[config.mk]
export PLATFORM = sky130hd
export DESIGN_NAME = tt_slot
export DESIGN_NICKNAME = d
export VERILOG_FILES = /design/src/rtl/tt_pkg.sv /design/src/rtl/tt_slot.sv
export SDC_FILE = /design/constraint.sdc
export NUM_CORES = 1
export LEC_CHECK = 0
export ABC_AREA = 0
export BUFFER_PORTS_ARGS = -buffer_cell sky130_fd_sc_hd__buf_4
export CAP_MARGIN = 10
export CORE_MARGIN = 5
export CORE_UTILIZATION = 35
export CTS_CLUSTER_SIZE = 10
export DETAILED_ROUTE_END_ITERATION = 6
export GPL_ROUTABILITY_DRIVEN = 0
export PLACE_DENSITY = 0.71
export RECOVER_POWER = 25
export SYNTH_ARGS = -nofsm -noshare
export SYNTH_HDL_FRONTEND = slang
export SYNTH_SLANG_ARGS = --single-unit
export TNS_END_PERCENT = 30
[constraint.sdc]
create_clock -name i_clk -period 0.8 [get_ports i_clk]
set_input_delay 0.16 -clock i_clk [delete_from_list [all_inputs] [get_ports i_clk]]
set_output_delay 0.16 -clock i_clk [all_outputs]
set_load 0.03 [all_outputs]
[src/rtl/tt_pkg.sv]
`default_nettype none

package tt_pkg;

    localparam int DEF_TABLE_ENTRIES = 65536;
    localparam int DEF_MATE_MARGIN   = 1000;
    localparam int DEF_SCORE_BITS    = 16;
    localparam int DEF_MOVE_BITS     = 16;

    localparam int CFG_W     = 16;
    localparam int CFG_IDX_W = 2;

    localparam logic        [CFG_W-1:0] RST_INDEX_MASK = 16'hFFFF;
    localparam logic signed [CFG_W-1:0] RST_SCORE_MIN  = -16'sd32000;
    localparam logic signed [CFG_W-1:0] RST_SCORE_MAX  = 16'sd32000;

    // Score kinds with a meaning of their own; all others pass through.
    localparam logic [2:0] KIND_NONE = 3'd0;
    localparam logic [2:0] KIND_PV   = 3'd1;

    typedef enum logic [1:0] {
        REQ_STORE    = 2'd0,
        REQ_SET_MOVE = 2'd1,
        REQ_LOOKUP   = 2'd2,
        REQ_CLEAR    = 2'd3
    } t_req;

    typedef enum logic [CFG_IDX_W-1:0] {
        CFG_INDEX_MASK = 2'd0,
        CFG_SCORE_MIN  = 2'd1,
        CFG_SCORE_MAX  = 2'd2
    } t_cfg_idx;

    typedef enum logic [2:0] {
        ST_WIPE,
        ST_IDLE,
        ST_SLOT,
        ST_CLEAR,
        ST_EXEC
    } t_state;

    typedef struct packed {
        logic rd_en;
        logic exec;
        logic wipe;
    } t_tbl_ctrl;

endpackage

`default_nettype wire

[src/rtl/tt_slot.sv]
`default_nettype none

module tt_slot #(
    parameter int  TABLE_ENTRIES = tt_pkg::DEF_TABLE_ENTRIES,
    localparam int ADDR_W        = $clog2(TABLE_ENTRIES)
) (
    input  wire logic              i_clk,
    input  wire logic              i_load,
    input  wire logic [15:0]       i_key_low,
    input  wire logic [15:0]       i_mask,
    output logic      [ADDR_W-1:0] o_slot
);

    logic [15:0] masked;

    assign masked = i_key_low & i_mask;

    if (TABLE_ENTRIES > 65535) begin : g_direct
        // Every masked index already lies inside the table.
        logic [15:0] r_masked;

        always_ff @(posedge i_clk) begin
            if (i_load) begin
                r_masked <= masked;
            end
        end

        assign o_slot = ADDR_W'(r_masked);
    end else begin : g_reduce
        // Remainder by the table size: the quotient comes from a multiply by
        // the rounded-up reciprocal, which is exact for 16-bit operands.
        localparam longint unsigned RECIP_L =
            ((64'd1 << 32) + TABLE_ENTRIES - 1) / TABLE_ENTRIES;
        localparam logic [31:0] RECIP   = 32'(RECIP_L);
        localparam logic [15:0] ENTRIES = 16'(TABLE_ENTRIES);

        logic [15:0] r_masked;
        logic [47:0] r_prod;
        logic [15:0] quot;
        logic [31:0] back;
        logic [15:0] rem;
        logic [15:0] rem_fix;

        always_ff @(posedge i_clk) begin
            if (i_load) begin
                r_masked <= masked;
                r_prod   <= 48'(masked) * 48'(RECIP);
            end
        end

        always_comb begin
            quot    = r_prod[47:32];
            back    = 32'(quot) * 32'(ENTRIES);
            rem     = r_masked - back[15:0];
            rem_fix = (rem >= ENTRIES) ? rem - ENTRIES : rem;
        end

        assign o_slot = ADDR_W'(rem_fix);
    end

endmodule

`default_nettype wire

* After elaboration in Yosys (flattened, before gate mapping)
Index checks and enable logic that the tools add are counted.
** Storage, ports and cells
- Output and inout port bits :: 16
- Bits of input ports :: 34
- Flip-flop bits (word level) :: 16
** Operators by class
- Bitwise gates (word level) :: 1
** Operators by type and width (count)
- 16-bit bitwise AND :: 1

* Longest topological paths before layout
- Depth in word-level cells :: 1
- Depth in mapped cells :: 1
- Mapped depth without buffers :: 1

* Least setup slack after synthesis
Ideal clock, no wire load.
- Path type :: flip-flop to output port
- Start :: register g_direct.r_masked[0] (netlist: o_slot[0])
- End :: output port o_slot[0]
- Cell stages (with the launch flop) :: 1
- Buffers on the path :: 0
- Arrival time :: 0.496 ns
- Slack :: 0.144 ns
- Data required time :: 0.640 ns
- Cell sequence :: edfxtp_1
** RTL lines
- start, declared :: RTL line tt_slot.sv:20 : logic [15:0] r_masked;
- start signal, assigned :: RTL line tt_slot.sv:24 : r_masked <= masked;
- end, declared :: RTL line tt_slot.sv:11 : output logic [ADDR_W-1:0] o_slot
No word-level cell between the ends.

* Worst setup path in the final report
- Start :: register g_direct.r_masked[3] (netlist: o_slot[3])
- End :: output port o_slot[3]
No word-level cell between the ends.

==> results.md <==
* Hold Vio Cnt, Final at 0
* Pleak at 0.4659 nW
* Initial Util at 0.3766
* Final setup fails at 16
* H-Tree Level Count at 1
* CTS tree: built
* Hold Startpoint: i_mask[12]
* Synth top area cells: edfxtp_1 (83%), and2_1 (17%)
* Power Density at 1761 nW/um^2
* RSZ-0062 raised after global routing: yes
* Post-DR wirelength/cell at 12.96 um
* Core Util, Final at 0.6843
* Synthesized net count at 66
* WP data required at 0.64 ns
* Drt pass-1 iters at 4
* Critical path launch point: o_slot[3]$_DFFE_PP_
* Die Area at 2573 sq um
* Total track usage at 0.1076
* Hold_buf cts at 0
* Mux cell area share after synthesis at 0
* Synth cell count leaders: and2_1 (16), edfxtp_1 (16)
* Die width at 50.73 um
* Synth Area in Compound Gates at 0
* Max reg flops at 16
* Final-stage net count at 120
* Post-CTS sizing at 16
* Core ar. at 1541 sq um
* CP Launch Type: flip-flop
* DRC at 0
* Slew headroom at 0.8625
* CTS sink cnt at 16
* Yosys top cell by area: edfxtp_1
* # port buffers at 49
* Synth Area in Simple Gates at 0.1724
* Syn Area/Cell at 18.14 sq um
* Clk pin slew, worst setup/hold paths at 0.09 ns
* Area grow syn2layout at 81.68%
* DIE HEIGHT at 50.73 um
* CTS Root Cell: clkbuf_4
* Hold Crit Depth at 2
* Critical setup path kind: flip-flop to output pin
* CTS buffer count at 3
* Mapped Cells at 32
* Vias in the first global route at 442
* Post-synth EDFFs at 16
* Final worst path period need at 0.9889 ns
* Min setup slack post-route at -0.1889 ns
* Primary FF master, synth: edfxtp_1
* Hold Crit Class: primary input to flip-flop
* Vias at 429
* Area share of fa/ha/maj cells after synthesis at 0
* Post-Synth XOR/XNOR Area at 0
* Vias/cell at 4.248
* Largest net degree at the start of global routing at 17
* Synth top area share at 0.8276
* Flops & latches, synth at 16
* Distinct cells, synth at 2
* YS warnings at 0
* Final ANT Viol Nets at 0
* Status: complete, but fails checks
* Ant diodes at 0
* Overall power at 1.858 mW
* DRT iter0 DRCs at 4
* Initial antenna violation count at 0
* Crit path max-delay family: flip-flops
* WP data arrival at 0.83 ns
* Fin area at 1055 sq um
* Critical Path Max Stage Delay at 0.40 ns
* Failing checks: setup timing
* # rows at 14
* Setup TNS at -2.717 ns
* Critical path fanouts, max at 1
* Share of flip-flops with an asynchronous set or reset at 0
* Cell Chain, Critical Path: buf_6
* Fill cells at 115
* Endpoint, Worst Hold: o_slot[12]$_DFFE_PP_
* Synthesized area at 580.6 sq um
* I/O pin total at 50
* Wire length of the first global-routing pass at 2090 um
* Gr ovfl total at 0
* Fin crit share at 1.236
* CP endpoint kind: output pin
* Post-CTS Setup Inserts at 0
* Clock Path Buffers at 2
* Max-slew violation count at 0
* Final WL at 1309 um
* Layout cells sized above 1 at 0.6118
* Largest family of logic cells by synthesized area: simple AND/OR/NAND/NOR gates
* Post-synthesis sequential area ratio at 0.8276
* Buf/Inv on CP at 1
* Max_cap viols at 0
* Worst vdd ir at 0.001304 V
* Worst-margin pin slew at 0.2063 ns
* Peak Freq at 1011 MHz
* Area after DPL at 968.4 sq um
* Slowest-stage cell, CP: edfxtp_1
==> per-stage QoR <==
step	std cells	hold WS [ns]	worst slack [ns]
3_5_place_dp	97	0.4408	0.09615
5_1_grt	101	0.1432	-0.2379
4_1_cts	101	0.1480	-0.2132
6_report	101	0.1584	-0.1889
2_1_floorplan	32	0.2725	0.1444
3_3_place_gp	97	0.4392	0.1067
==> cells by family after synthesis <==
kind of cell,count (synthesis)
AND/OR/NAND/NOR,16
flip-flops,16
==> power by group <==
group / internal [mW] / total (mW) / switching [mW]
clock network: 0.180 / 0.409 / 0.229
registers: 0.996 / 1.02 / 0.0273
logic: 0.233 / 0.425 / 0.192
total: 1.41 / 1.86 / 0.449
==> placed cells by master (no fill, tap or decap) <==
cell      netlist  final
clkbuf_4        0     11
edfxtp_1       16     16
and2_1         16     16
buf_4           0     25
buf_6           0     16
clkinv_1        0      1
==> worst max-delay path by stage <==
stage	cells past startpoint	to	slack, ns
global placement	1	o_slot[13]$_DFFE_PP_	0.11
detailed placement	1	o_slot[3]	0.1
finish	1	o_slot[3]	-0.19
global route	1	o_slot[10]	-0.24
floorplan	0	o_slot[0]	0.14
CTS	1	o_slot[3]	-0.21
==> cell type report <==
cell class / instances / area [sq um] / share of cell area
Clock inverter: 1 / 3.754 / 0.003559
Multi-Input combinational cell: 16 / 100.1 / 0.09490
Sequential cell: 16 / 480.5 / 0.4555
Clock buffer: 3 / 22.52 / 0.02135
Tap cell: 16 / 20.02 / 0.01898
Timing Repair Buffer: 49 / 427.9 / 0.4057
==> routing by layer <==
layer / part of all wire / vias to the layer above / GRT usage / routed length (um)
li1: - / 218 / - / -
met1: 0.30 / 191 / 0.1019 / 398
met2: 0.62 / 18 / 0.2066 / 811
met3: 0.062 / 2 / 0.02959 / 81
met4: 0.013 / 0 / 0.05106 / 17
met5: 0 / - / 0 / 0
Power figures use the tool's default switching activity.
